==> src/design/dbt_pkg.sv <==
// Shared types, constants and register codes for the button debounce tap-hold detector.
package dbt_pkg;

  localparam int TIME_WIDTH = 32;
  localparam int NOW_W      = 32;
  localparam int CFG_TIME_W = 16;
  localparam int TAPS_W     = 4;
  localparam int CNT_W      = 8;
  localparam int ADDR_W     = 4;
  localparam int DATA_W     = 32;

  localparam logic [CNT_W-1:0] TAP_MAX = '1;

  localparam logic [1:0] REG_DEBOUNCE = 2'd0;
  localparam logic [1:0] REG_TIMEOUT  = 2'd1;
  localparam logic [1:0] REG_TAPS     = 2'd2;
  localparam logic [1:0] REG_HOLD     = 2'd3;

  localparam logic [CFG_TIME_W-1:0] DEBOUNCE_RST = 16'd50;
  localparam logic [CFG_TIME_W-1:0] TIMEOUT_RST  = 16'd500;
  localparam logic [TAPS_W-1:0]     TAPS_RST     = 4'd3;
  localparam logic [CFG_TIME_W-1:0] HOLD_RST     = 16'd1000;

  typedef logic [TIME_WIDTH-1:0] time_t;

  typedef struct packed {
    logic [CFG_TIME_W-1:0] debounce;
    logic [CFG_TIME_W-1:0] timeout;
    logic [TAPS_W-1:0]     taps;
    logic [CFG_TIME_W-1:0] hold;
  } cfg_t;

  typedef struct packed {
    logic             pressed;
    time_t            last_press;
    time_t            last_release;
    time_t            last_tap;
    logic [CNT_W-1:0] tap_cnt;
    logic             hold_armed;
    logic             action;
  } state_t;

  typedef struct packed {
    logic  pin_level;
    time_t now;
    logic  clear_action;
  } item_t;

  typedef struct packed {
    logic             is_pressed;
    logic             press_edge;
    logic             release_edge;
    logic             action_pending;
    logic [CNT_W-1:0] taps_seen;
  } result_t;

endpackage

==> src/design/dbt_if.sv <==
// Valid-ready channel interfaces for input items and result items.
interface dbt_in_if import dbt_pkg::*; ();
  logic             valid;
  logic             ready;
  logic             pin_level;
  logic [NOW_W-1:0] now_ms;
  logic             clear_action;

  modport source (output valid, pin_level, now_ms, clear_action, input ready);
  modport sink (input valid, pin_level, now_ms, clear_action, output ready);
endinterface

interface dbt_out_if import dbt_pkg::*; ();
  logic             valid;
  logic             ready;
  logic             is_pressed;
  logic             press_edge;
  logic             release_edge;
  logic             action_pending;
  logic [CNT_W-1:0] taps_seen;

  modport source (output valid, is_pressed, press_edge, release_edge, action_pending,
                  taps_seen, input ready);
  modport sink (input valid, is_pressed, press_edge, release_edge, action_pending,
                taps_seen, output ready);
endinterface

==> src/design/dbt_gesture.sv <==
// Next-state and result logic for one update of the debounce and tap-hold detector.
module dbt_gesture import dbt_pkg::*; (
  input  state_t  st,
  input  cfg_t    cfg,
  input  item_t   item,
  output state_t  st_nxt,
  output result_t res
);

  time_t            d_press;
  time_t            d_release;
  time_t            d_tap_old;
  time_t            d_tap_new;
  time_t            debounce_w;
  time_t            timeout_w;
  time_t            hold_w;
  logic             rise;
  logic             fall;
  logic             fire;
  logic             pressed;
  logic [CNT_W-1:0] cnt_inc;

  assign debounce_w = time_t'(cfg.debounce);
  assign timeout_w  = time_t'(cfg.timeout);
  assign hold_w     = time_t'(cfg.hold);

  assign d_press   = item.now - st.last_press;
  assign d_release = item.now - st.last_release;
  assign d_tap_old = item.now - st.last_tap;

  assign rise = item.pin_level && !st.pressed && (d_press > debounce_w);
  assign fall = !item.pin_level && st.pressed && (d_release > debounce_w);
  assign pressed = rise ? 1'b1 : (fall ? 1'b0 : st.pressed);
  assign d_tap_new = rise ? '0 : d_tap_old;
  assign cnt_inc = (st.tap_cnt == TAP_MAX) ? st.tap_cnt : st.tap_cnt + 1'b1;

  always_comb begin
    st_nxt = st;
    st_nxt.pressed = pressed;
    fire = 1'b0;
    if (rise) begin
      st_nxt.last_press = item.now;
      st_nxt.last_tap   = item.now;
      if (d_tap_old <= timeout_w) begin
        st_nxt.tap_cnt = cnt_inc;
        if (cnt_inc >= {{(CNT_W-TAPS_W){1'b0}}, cfg.taps}) begin
          st_nxt.hold_armed = 1'b1;
        end
      end else begin
        st_nxt.tap_cnt = CNT_W'(1);
      end
    end
    if (fall) begin
      st_nxt.last_release = item.now;
    end
    if (st_nxt.hold_armed && pressed && (d_tap_new >= hold_w)) begin
      fire = 1'b1;
      st_nxt.hold_armed = 1'b0;
      st_nxt.tap_cnt = '0;
    end
    if (!pressed) begin
      st_nxt.hold_armed = 1'b0;
      if (d_tap_new > timeout_w) begin
        st_nxt.tap_cnt = '0;
      end
    end
    st_nxt.action = (st.action && !item.clear_action) || fire;
  end

  assign res.is_pressed     = pressed;
  assign res.press_edge     = rise;
  assign res.release_edge   = fall;
  assign res.action_pending = st_nxt.action;
  assign res.taps_seen      = st_nxt.tap_cnt;

endmodule

==> src/design/button_debounce_tap_hold_detector_unit.sv <==
// Top level: input register, update logic, result register and configuration registers.
// An accepted item is held in the input register; its result is written to the result register when it advances.
// Throughput: one item per cycle while the output is not stalled; the update runs in the cycle between the input
// register and the result register, and state is written at the same edge.
// Stall: a held result keeps one item in the input register before input ready drops.
// Reset: synchronous active-low rst_n clears state, valid bits and config to defaults.
module button_debounce_tap_hold_detector_unit import dbt_pkg::*; (
  input  logic              clk,
  input  logic              rst_n,
  dbt_in_if.sink            in_ch,
  dbt_out_if.source         out_ch,
  input  logic              psel,
  input  logic              penable,
  input  logic              pwrite,
  input  logic [ADDR_W-1:0] paddr,
  input  logic [DATA_W-1:0] pwdata,
  output logic [DATA_W-1:0] prdata,
  output logic              pready
);

  cfg_t    cfg_r;
  state_t  st_r;
  state_t  st_nxt;
  item_t   item_r;
  item_t   item_in;
  result_t res_r;
  result_t res_nxt;
  logic    in_valid_r;
  logic    out_valid_r;
  logic    advance;
  logic    cfg_wr;

  assign pready = 1'b1;
  assign cfg_wr = psel && penable && pwrite;

  always_ff @(posedge clk) begin
    if (!rst_n) begin
      cfg_r.debounce <= DEBOUNCE_RST;
      cfg_r.timeout  <= TIMEOUT_RST;
      cfg_r.taps     <= TAPS_RST;
      cfg_r.hold     <= HOLD_RST;
    end else if (cfg_wr) begin
      case (paddr[3:2])
        REG_DEBOUNCE: cfg_r.debounce <= pwdata[CFG_TIME_W-1:0];
        REG_TIMEOUT:  cfg_r.timeout  <= pwdata[CFG_TIME_W-1:0];
        REG_TAPS:     cfg_r.taps     <= pwdata[TAPS_W-1:0];
        REG_HOLD:     cfg_r.hold     <= pwdata[CFG_TIME_W-1:0];
        default: ;
      endcase
    end
  end

  always_comb begin
    case (paddr[3:2])
      REG_DEBOUNCE: prdata = DATA_W'(cfg_r.debounce);
      REG_TIMEOUT:  prdata = DATA_W'(cfg_r.timeout);
      REG_TAPS:     prdata = DATA_W'(cfg_r.taps);
      REG_HOLD:     prdata = DATA_W'(cfg_r.hold);
      default:      prdata = '0;
    endcase
  end

  assign advance     = in_valid_r && (!out_valid_r || out_ch.ready);
  assign in_ch.ready = !in_valid_r || advance;

  assign item_in.pin_level    = in_ch.pin_level;
  assign item_in.now          = in_ch.now_ms[TIME_WIDTH-1:0];
  assign item_in.clear_action = in_ch.clear_action;

  dbt_gesture u_gesture (
    .st     (st_r),
    .cfg    (cfg_r),
    .item   (item_r),
    .st_nxt (st_nxt),
    .res    (res_nxt)
  );

  always_ff @(posedge clk) begin
    if (!rst_n) begin
      in_valid_r  <= 1'b0;
      out_valid_r <= 1'b0;
      st_r        <= '0;
    end else begin
      if (in_ch.ready) begin
        in_valid_r <= in_ch.valid;
      end
      if (advance) begin
        out_valid_r <= 1'b1;
        st_r        <= st_nxt;
      end else if (out_ch.ready) begin
        out_valid_r <= 1'b0;
      end
    end
  end

  always_ff @(posedge clk) begin
    if (in_ch.valid && in_ch.ready) begin
      item_r <= item_in;
    end
    if (advance) begin
      res_r <= res_nxt;
    end
  end

  assign out_ch.valid          = out_valid_r;
  assign out_ch.is_pressed     = res_r.is_pressed;
  assign out_ch.press_edge     = res_r.press_edge;
  assign out_ch.release_edge   = res_r.release_edge;
  assign out_ch.action_pending = res_r.action_pending;
  assign out_ch.taps_seen      = res_r.taps_seen;

  a_edges_excl: assert property (@(posedge clk) disable iff (!rst_n)
    out_valid_r |-> !(res_r.press_edge && res_r.release_edge))
    else $error("press and release edge in one item");

  a_edge_level: assert property (@(posedge clk) disable iff (!rst_n)
    out_valid_r && (res_r.press_edge || res_r.release_edge) |->
      res_r.is_pressed == res_r.press_edge)
    else $error("edge disagrees with pressed state");

  a_armed_pressed: assert property (@(posedge clk) disable iff (!rst_n)
    st_r.hold_armed |-> st_r.pressed)
    else $error("hold armed while released");

  a_hold_item: assert property (@(posedge clk) disable iff (!rst_n)
    in_valid_r && !advance |=> in_valid_r && $stable(item_r))
    else $error("stalled item lost");

endmodule
==> src/flat_wrapper.sv <==
// flat-port wrapper written by rule: the top's interface ports become plain ports
module button_debounce_tap_hold_detector_unit_flat import dbt_pkg::*;
  (clk, rst_n, psel, penable, pwrite, paddr, pwdata, prdata, pready, in_ch_valid, in_ch_pin_level, in_ch_now_ms, in_ch_clear_action, in_ch_ready, out_ch_valid, out_ch_is_pressed, out_ch_press_edge, out_ch_release_edge, out_ch_action_pending, out_ch_taps_seen, out_ch_ready);
  dbt_in_if in_ch_i ();
  dbt_out_if out_ch_i ();
  input  logic clk;
  input  logic rst_n;
  input  logic psel;
  input  logic penable;
  input  logic pwrite;
  input  logic [ADDR_W-1:0] paddr;
  input  logic [DATA_W-1:0] pwdata;
  output logic [DATA_W-1:0] prdata;
  output logic pready;
  input wire logic [$bits(in_ch_i.valid)-1:0] in_ch_valid;
  input wire logic [$bits(in_ch_i.pin_level)-1:0] in_ch_pin_level;
  input wire logic [$bits(in_ch_i.now_ms)-1:0] in_ch_now_ms;
  input wire logic [$bits(in_ch_i.clear_action)-1:0] in_ch_clear_action;
  output wire logic [$bits(in_ch_i.ready)-1:0] in_ch_ready;
  output wire logic [$bits(out_ch_i.valid)-1:0] out_ch_valid;
  output wire logic [$bits(out_ch_i.is_pressed)-1:0] out_ch_is_pressed;
  output wire logic [$bits(out_ch_i.press_edge)-1:0] out_ch_press_edge;
  output wire logic [$bits(out_ch_i.release_edge)-1:0] out_ch_release_edge;
  output wire logic [$bits(out_ch_i.action_pending)-1:0] out_ch_action_pending;
  output wire logic [$bits(out_ch_i.taps_seen)-1:0] out_ch_taps_seen;
  input wire logic [$bits(out_ch_i.ready)-1:0] out_ch_ready;
  assign in_ch_i.valid = in_ch_valid;
  assign in_ch_i.pin_level = in_ch_pin_level;
  assign in_ch_i.now_ms = in_ch_now_ms;
  assign in_ch_i.clear_action = in_ch_clear_action;
  assign in_ch_ready = in_ch_i.ready;
  assign out_ch_valid = out_ch_i.valid;
  assign out_ch_is_pressed = out_ch_i.is_pressed;
  assign out_ch_press_edge = out_ch_i.press_edge;
  assign out_ch_release_edge = out_ch_i.release_edge;
  assign out_ch_action_pending = out_ch_i.action_pending;
  assign out_ch_taps_seen = out_ch_i.taps_seen;
  assign out_ch_i.ready = out_ch_ready;
  button_debounce_tap_hold_detector_unit u_core (.clk(clk), .rst_n(rst_n), .in_ch(in_ch_i), .out_ch(out_ch_i), .psel(psel), .penable(penable), .pwrite(pwrite), .paddr(paddr), .pwdata(pwdata), .prdata(prdata), .pready(pready));
endmodule
==> config.mk <==
export PLATFORM = sky130hd
export DESIGN_NAME = button_debounce_tap_hold_detector_unit_flat
export DESIGN_NICKNAME = d
export VERILOG_FILES = /design/src/design/dbt_pkg.sv /design/src/design/dbt_if.sv /design/src/design/dbt_gesture.sv /design/src/design/button_debounce_tap_hold_detector_unit.sv /design/src/flat_wrapper.sv
export SDC_FILE = /design/constraint.sdc
export NUM_CORES = 1
export LEC_CHECK = 0
export BUFFER_PORTS_ARGS = -buffer_cell sky130_fd_sc_hd__buf_2
export CORE_MARGIN = 3
export CORE_UTILIZATION = 60
export CTS_BUF_LIST = sky130_fd_sc_hd__clkbuf_8
export CTS_CLUSTER_DIAMETER = 40
export DETAILED_ROUTE_END_ITERATION = 16
export PLACE_DENSITY = 0.79
export SLEW_MARGIN = 20
export SYNTH_ARGS = -nofsm -noshare
export SYNTH_HDL_FRONTEND = slang
export SYNTH_HIERARCHICAL = 1
export SYNTH_SLANG_ARGS = --single-unit
==> constraint.sdc <==
create_clock -name clk -period 19.2 [get_ports clk]
set_input_delay 2.88 -clock clk [delete_from_list [all_inputs] [get_ports clk]]
set_output_delay 2.88 -clock clk [all_outputs]
set_load 0.05 [all_outputs]
==> out/metrics.cfg, run 1 <==
[synthesis]
synth_flop_cell = dfxtp_1
yosysWarnings = 6
yosysMostFrequentCell = o21ai_0
async_flop_share_pct = 0
ys_types = 95
yosysSeqAreaShare_pct = 26.0
synth_edf_count = 46
synth_area_um2 = 17700
ys_seq_elements = 207
synth_top_area_share_pct = 18.2
synth_commonest_cells = o21ai_0 (290), a21oi_1 (242), nand2_1 (225)
synth_top_area_cell = dfxtp_1
syn_area_per_cell_um2 = 7.64
yosys-top-cells-area = dfxtp_1 (18%), ha_1 (12%), o21ai_0 (8.2%)
synthCells = 2314

[flow_run]
cap_violations = 0

[route]
routed_wl_um = 53000
wl_per_cell_um = 19.5
drt_iter0_markers = 1774
firstDrtPassIters = 6
drc = 0
via_per_inst = 6.40
vias = 17413
detail-route-antenna-nets = 0

[pwr]
p_comb_share_pct = 25.7
p_leak_uw = 0.00739
p_sw_share_pct = 33.8
power_density_nw_per_um2 = 70.7
clkPwrFrac_pct = 38.6
ir_drop_v = 0.0000701
p_total_uw = 1330
p_int_uw = 883
p_switching_uw = 451
seq_power_share_pct = 35.7

[floorplanning]
ios = 124
row_count = 62
chipWidth_um = 178
start_util_pct = 61.3
design.die.area_um2 = 31600
die_h_um = 178
core_um2 = 28900

[clock_network]
hold_buffers = 0
clockRootBuffer = clkbuf_8
htree_num_levels = 2
cts_sinks = 207
cts_tree = built
clk_pin_slew_worst_paths_ns = 0.06
clk_latency_ns = 0.60
cts-resized-gates = 0
post-cts-setup-buffers = 0
numCtsBuffers = 43
ctsLongestPathBuffers = 3

[final_layout]
fillers = 2547
nNetsFinal = 2560
diodes = 0
layoutNonFillerInstCount = 2720
areaGrowthSynthToFinish_pct = 6.61
drive_above_1_share_pct = 9.29

[worst_setup_path]
end_kind = flop
cp-start-kind = flop
cp_data_required_time_ns = 19.68
reg2reg_depth = 32
regToRegSetupSlack_ns = 10.73
worst_r2r_endpoint = u_core/st_r[2]$_SDFFE_PN0P_
crit_slowest_cell = edfxtp_1
reg2reg_from = u_core/item_r[2]$_DFFE_PP_
crit_fanout = 28
arrival_ns = 8.95
path_class = reg2reg
crit_top_cell = a21oi_1
critPathMaxStageDelay_ns = 0.72

[sta]
worst_slew_pin_slew_ns = 1.11
period_share_pct = 44.1
fin_crit_ns = 8.47
finClkSkew_ns = 0.0523
rsz0062_at_grt = false
slew_viol_final = 0
hold_ws_ns = 0.473
hold_violations = 0
timing.slew.headroom_pct = 25.9
tns_ns = 0
max_freq_mhz = 118
setup_viol = 0

[worst_hold_path]
hp-class = reg2reg
whs_path_depth = 2
worst_hold_startpoint = u_core/st_r[22]$_SDFFE_PN0P_
hold-path-endpoint = u_core/st_r[22]$_SDFFE_PN0P_

[placed_design]
port_buffers = 88
placed_cells = 2643
gp_congestion = 0.942
hpwl_um = 38700

[global_route]
grt_pass1_wl_um = 82600
grt_overflow_total = 0
antenna_found_initial = 0
grt_pass1_vias = 16052
grt_start_max_net_pins = 110
track_usage_pct = 32.4

[outcome]
status = finished, final reports clean

worst max path at each step:
stage	start	end	slack (ns)	cells after the start
after CTS	u_core/item_r[2]$_DFFE_PP_	u_core/st_r[2]$_SDFFE_PN0P_	10.86	32
final	u_core/item_r[2]$_DFFE_PP_	u_core/st_r[2]$_SDFFE_PN0P_	10.73	32
after floorplan	paddr[2]	prdata[11]	11.88	4
after global placement	u_core/item_r[2]$_DFFE_PP_	u_core/st_r[2]$_SDFFE_PN0P_	11.06	32
after global routing	u_core/item_r[2]$_DFFE_PP_	u_core/st_r[2]$_SDFFE_PN0P_	10.26	32
after detailed placement	u_core/item_r[2]$_DFFE_PP_	u_core/st_r[2]$_SDFFE_PN0P_	10.95	32
metal layers:
metal / up-vias / part of all wire (%) / GRT usage, %
met5: - / 0 / 0
met4: 0 / 2.4 / 8.97
met3: 96 / 7.8 / 3.79
met2: 752 / 48 / 56.5
met1: 8255 / 42 / 42.4
li1: 8310 / - / -
power by group through the flow:
stage                     logic, uW  clock network [uW]  registers, uW
after floorplan                 262                   0            478
after global placement          326                   0            483
after detailed placement        334                   0            484
after CTS                       335                 526            475
after global routing            378                 545            476
final                           343                 515            475
critical path, delay by kind of cell, from the launching register on:
kind	cells	cell delay [ns]
AOI/OAI and AO/OA	14	3.31
xor gates and xnor gates	1	0.19
adders and majority gates	3	0.92
DFF	1	0.72
and+or+nand+nor	14	3.20
through the flow:
stage | util, % | cell area (um^2) | setup slack [ns]
floorplan | - | 17700 | 11.88
global placement | 62.0 | 17900 | 11.06
detailed placement | 62.0 | 17900 | 10.95
CTS | 65.3 | 18900 | 10.86
global route | 65.3 | 18900 | 10.26
finish | 65.3 | 18900 | 10.73
cell type report:
type	instances	area [um^2]	share of cell area, %
clock inverters	29	288	1.53
clock buffers	48	661	3.50
inverters	181	682	3.62
multi-input cells	1774	11600	61.7
flip-flops and latches	207	4610	24.4
well taps	384	480	2.55
repair buffers	97	512	2.71
logic make-up (layout without fill, tap and decap cells):
group | count (synthesis) | count (layout) | share of synthesized area, %
AOI/OAI and AO/OA | 786 | 786 | 26.5
other | 2 | 17 | 0.0425
and+or+nand+nor | 651 | 651 | 17.9
adders and majority gates | 179 | 179 | 12.8
DFF | 207 | 207 | 26.0
buffers and inverters | 348 | 355 | 8.78
muxes | 81 | 81 | 4.96
xor gates and xnor gates | 60 | 60 | 2.97
layout by cell type (no fill, tap or decap), types with 10 or more instances in the layout:
cell type  instances
and3_1            13
a31oi_1           20
o21ai_0          290
o31ai_1           10
a21oi_1          242
nor3_1            24
buf_2             88
mux2i_1           64
nor4_1            10
a211o_1           10
conb_1            17
nor2_1            99
inv_1            189
xnor2_1           35
a21o_1            52
nand2b_1          12
xor2_1            25
nand3_1          127
nor2b_1           28
or3_1             12
o211ai_1          23
mux2_2            13
clkbuf_8          48
nand4_1           44
nand2_1          225
ha_1             176
edfxtp_1          46
o21a_1            26
dfxtp_1          160
a211oi_1          21
flip-flops by register name, indices dropped and copies added, names as in the netlist:
name and count:
u_core/cfg_r 52, u_core/out_ch.valid 1, u_core/out_ch.action_pending 1, u_core/out_ch.release_edge 1, u_core/out_ch.is_pressed 1, u_core/item_r 34, u_core/st_r 107, u_core/in_valid_r 1
u_core/out_ch.taps_seen 8, u_core/out_ch.press_edge 1
No activity file was read; power rests on OpenSTA's default activity.
==> run 2, diff against run 1 <==
--- a/config.mk
+++ b/config.mk
@@ -7,11 +7,11 @@
 export LEC_CHECK = 0
 export BUFFER_PORTS_ARGS = -buffer_cell sky130_fd_sc_hd__buf_2
 export CORE_MARGIN = 3
-export CORE_UTILIZATION = 60
+export CORE_UTILIZATION = 58
 export CTS_BUF_LIST = sky130_fd_sc_hd__clkbuf_8
 export CTS_CLUSTER_DIAMETER = 40
 export DETAILED_ROUTE_END_ITERATION = 16
-export PLACE_DENSITY = 0.79
+export PLACE_DENSITY = 0.8
 export SLEW_MARGIN = 20
 export SYNTH_ARGS = -nofsm -noshare
 export SYNTH_HDL_FRONTEND = slang
==> constraint.sdc (replaced) <==
create_clock -name clk -period 7.71 [get_ports clk]
set_input_delay 1.1565 -clock clk [delete_from_list [all_inputs] [get_ports clk]]
set_output_delay 1.1565 -clock clk [all_outputs]
set_load 0.05 [all_outputs]
==> run 2 against run 1 <==
  * Via count up 0.20%
  * First-iteration DRC count down 12%
  * Non-clock buffer count up 16
  * Sequential power up 150%
  * Critical endpoint unchanged
  * Largest cell class unchanged
==> out/metrics.cfg, run 2 (synthesized netlist as in run 1, its figures left out) <==
[final_layout]
mostFrequentLayoutCell = o21ai_0
fillers = 2651
drive_above_1_share_pct = 10.4
top_regs = u_core/st_r (107), u_core/cfg_r (52), u_core/item_r (34)
diodes = 0
fin_area_um2 = 19100
layout_common_cells = o21ai_0 (290), a21oi_1 (241), nand2_1 (225)
max_flop_register = u_core/st_r
areaGrowthSynthToFinish_pct = 8.07
nNetsFinal = 2578
largest_reg_flops = 107
layoutNonFillerInstCount = 2748
multi_input_area_um2 = 11700
ff_latch_area_um2 = 4610

[placed_design]
place_area_um2 = 18000
hpwl_um = 39200
gp_congestion = 0.991
port_buffers = 88
placed_cells = 2662

[route]
routed_wl_um = 53400
vias = 17448
via_per_inst = 6.35
detail-route-antenna-nets = 0
dr_wl_met3_um = 4170
wl_met1_um = 22200
firstDrtPassIters = 8
met2WireLength_um = 25300
drt_iter0_markers = 1568
top_layer = met4
drc = 0
wl_per_cell_um = 19.4

[global_route]
antenna_found_initial = 0
track_usage_pct = 31.1
grt_pass1_vias = 16619
grt_pass1_wl_um = 84400
grt_start_max_net_pins = 110
grt_overflow_total = 0

[worst_setup_path]
reg2reg_depth = 35
critPathMaxStageDelay_ns = 0.43
crit_slowest_cell = edfxtp_1
cp-start-kind = flop
cp_data_required_time_ns = 8.18
path_class = reg2reg
crit_fanout = 14
arrival_ns = 7.79
end_kind = flop

[floorplanning]
start_util_pct = 59.2
die_h_um = 181
ios = 124
core_um2 = 29900
chipWidth_um = 181
row_count = 63
design.die.area_um2 = 32600

[clock_network]
clk_pin_slew_worst_paths_ns = 0.06
clk_latency_ns = 0.58
clockRootBuffer = clkbuf_8
numCtsBuffers = 44
cts_tree = built
ctsLongestPathBuffers = 3
cts_sinks = 207
htree_num_levels = 2

[outcome]
status = finished, final reports clean

[pwr]
clkPwrFrac_pct = 39.7
p_comb_share_pct = 25.7
p_sw_share_pct = 33.3
p_leak_uw = 0.00752
p_switching_uw = 1130
power_density_nw_per_um2 = 178
ir_drop_v = 0.000178
p_int_uw = 2270
p_total_uw = 3400
seq_power_share_pct = 34.6

[sta]
finClkSkew_ns = 0.0425
hold_violations = 0
fin_crit_ns = 7.32
period_share_pct = 94.9
slew_viol_final = 0
hold_ws_ns = 0.475
timing.slew.headroom_pct = 22.4
worst_slew_pin_slew_ns = 1.16
max_freq_mhz = 137
setup_viol = 0

[flow_run]
cap_violations = 0

[worst_hold_path]
whs_path_depth = 2
hp-class = reg2reg

## run 2: changes by cell type in the layout (fill, tap and decap cells not counted), moves of 2 or more
cell,delta
nor2b_1,-2
nor2b_2,+2
clkbuf_8,+6
clkinv_1,-2
nor4_1,-2
nor4_2,+2
inv_1,+2
buf_4,+17
## run 2: final timing paths
kind / slack [ns] / to / startpoint
worst max-delay path: 0.39 / u_core/st_r[2]$_SDFFE_PN0P_ / u_core/item_r[1]$_DFFE_PP_
worst min-delay path: 0.47 / u_core/st_r[56]$_SDFFE_PN0P_ / u_core/st_r[56]$_SDFFE_PN0P_
worst max register to register: 0.39 / u_core/st_r[2]$_SDFFE_PN0P_ / u_core/item_r[1]$_DFFE_PP_
worst min register to register: 0.47 / u_core/st_r[56]$_SDFFE_PN0P_ / u_core/st_r[56]$_SDFFE_PN0P_
## run 2: final cells by class
class | count | area share [%]
clock buffer | 54 | 3.89
multi-input combinational | 1775 | 61.1
tap | 390 | 2.55
sequential | 207 | 24.1
timing repair buffer | 113 | 3.29
clock inverter | 28 | 1.48
inverter | 181 | 3.57
## run 2: through the flow
step,setup WS (ns),utilization (%),setup TNS [ns]
after global placement,0.468,60.3,0
after floorplan,0.804,-,0
after global routing,-0.0293,64.0,-0.0293
final,0.393,64.0,0
after CTS,0.284,63.7,0
after detailed placement,0.356,60.3,0
## run 2: critical path: cells and delay by family (launching register included)
| family | cells | cell delay [ns] |
|---|---|---|
| buffers and inverters | 4 | 0.76 |
| and+or+nand+nor | 11 | 1.93 |
| xor gates and xnor gates | 1 | 0.17 |
| DFF | 1 | 0.43 |
| adders and majority gates | 4 | 1.16 |
| AOI/OAI and AO/OA | 15 | 2.75 |
## run 2: routing by layer
layer  global-route usage, %  vias to the layer above
met5                       0                        -
met1                    40.1                     8276
met2                    53.2                      712
li1                        -                     8330
met4                    10.8                        0
met3                    4.86                      130
## run 2: power groups by stage
stage | clock [uW] | sequential, uW | combinational (uW)
finish | 1350 | 1180 | 876
global route | 1420 | 1180 | 966
CTS | 1370 | 1180 | 850
detailed placement | 0 | 1200 | 846
global placement | 0 | 1200 | 825
floorplan | 0 | 1190 | 652
## run 2: repair_timing
item	CTS	global route
setup buffers	0	3
setup endpoints to repair	0	17
hold buffers	0	0
resized for setup	0	8
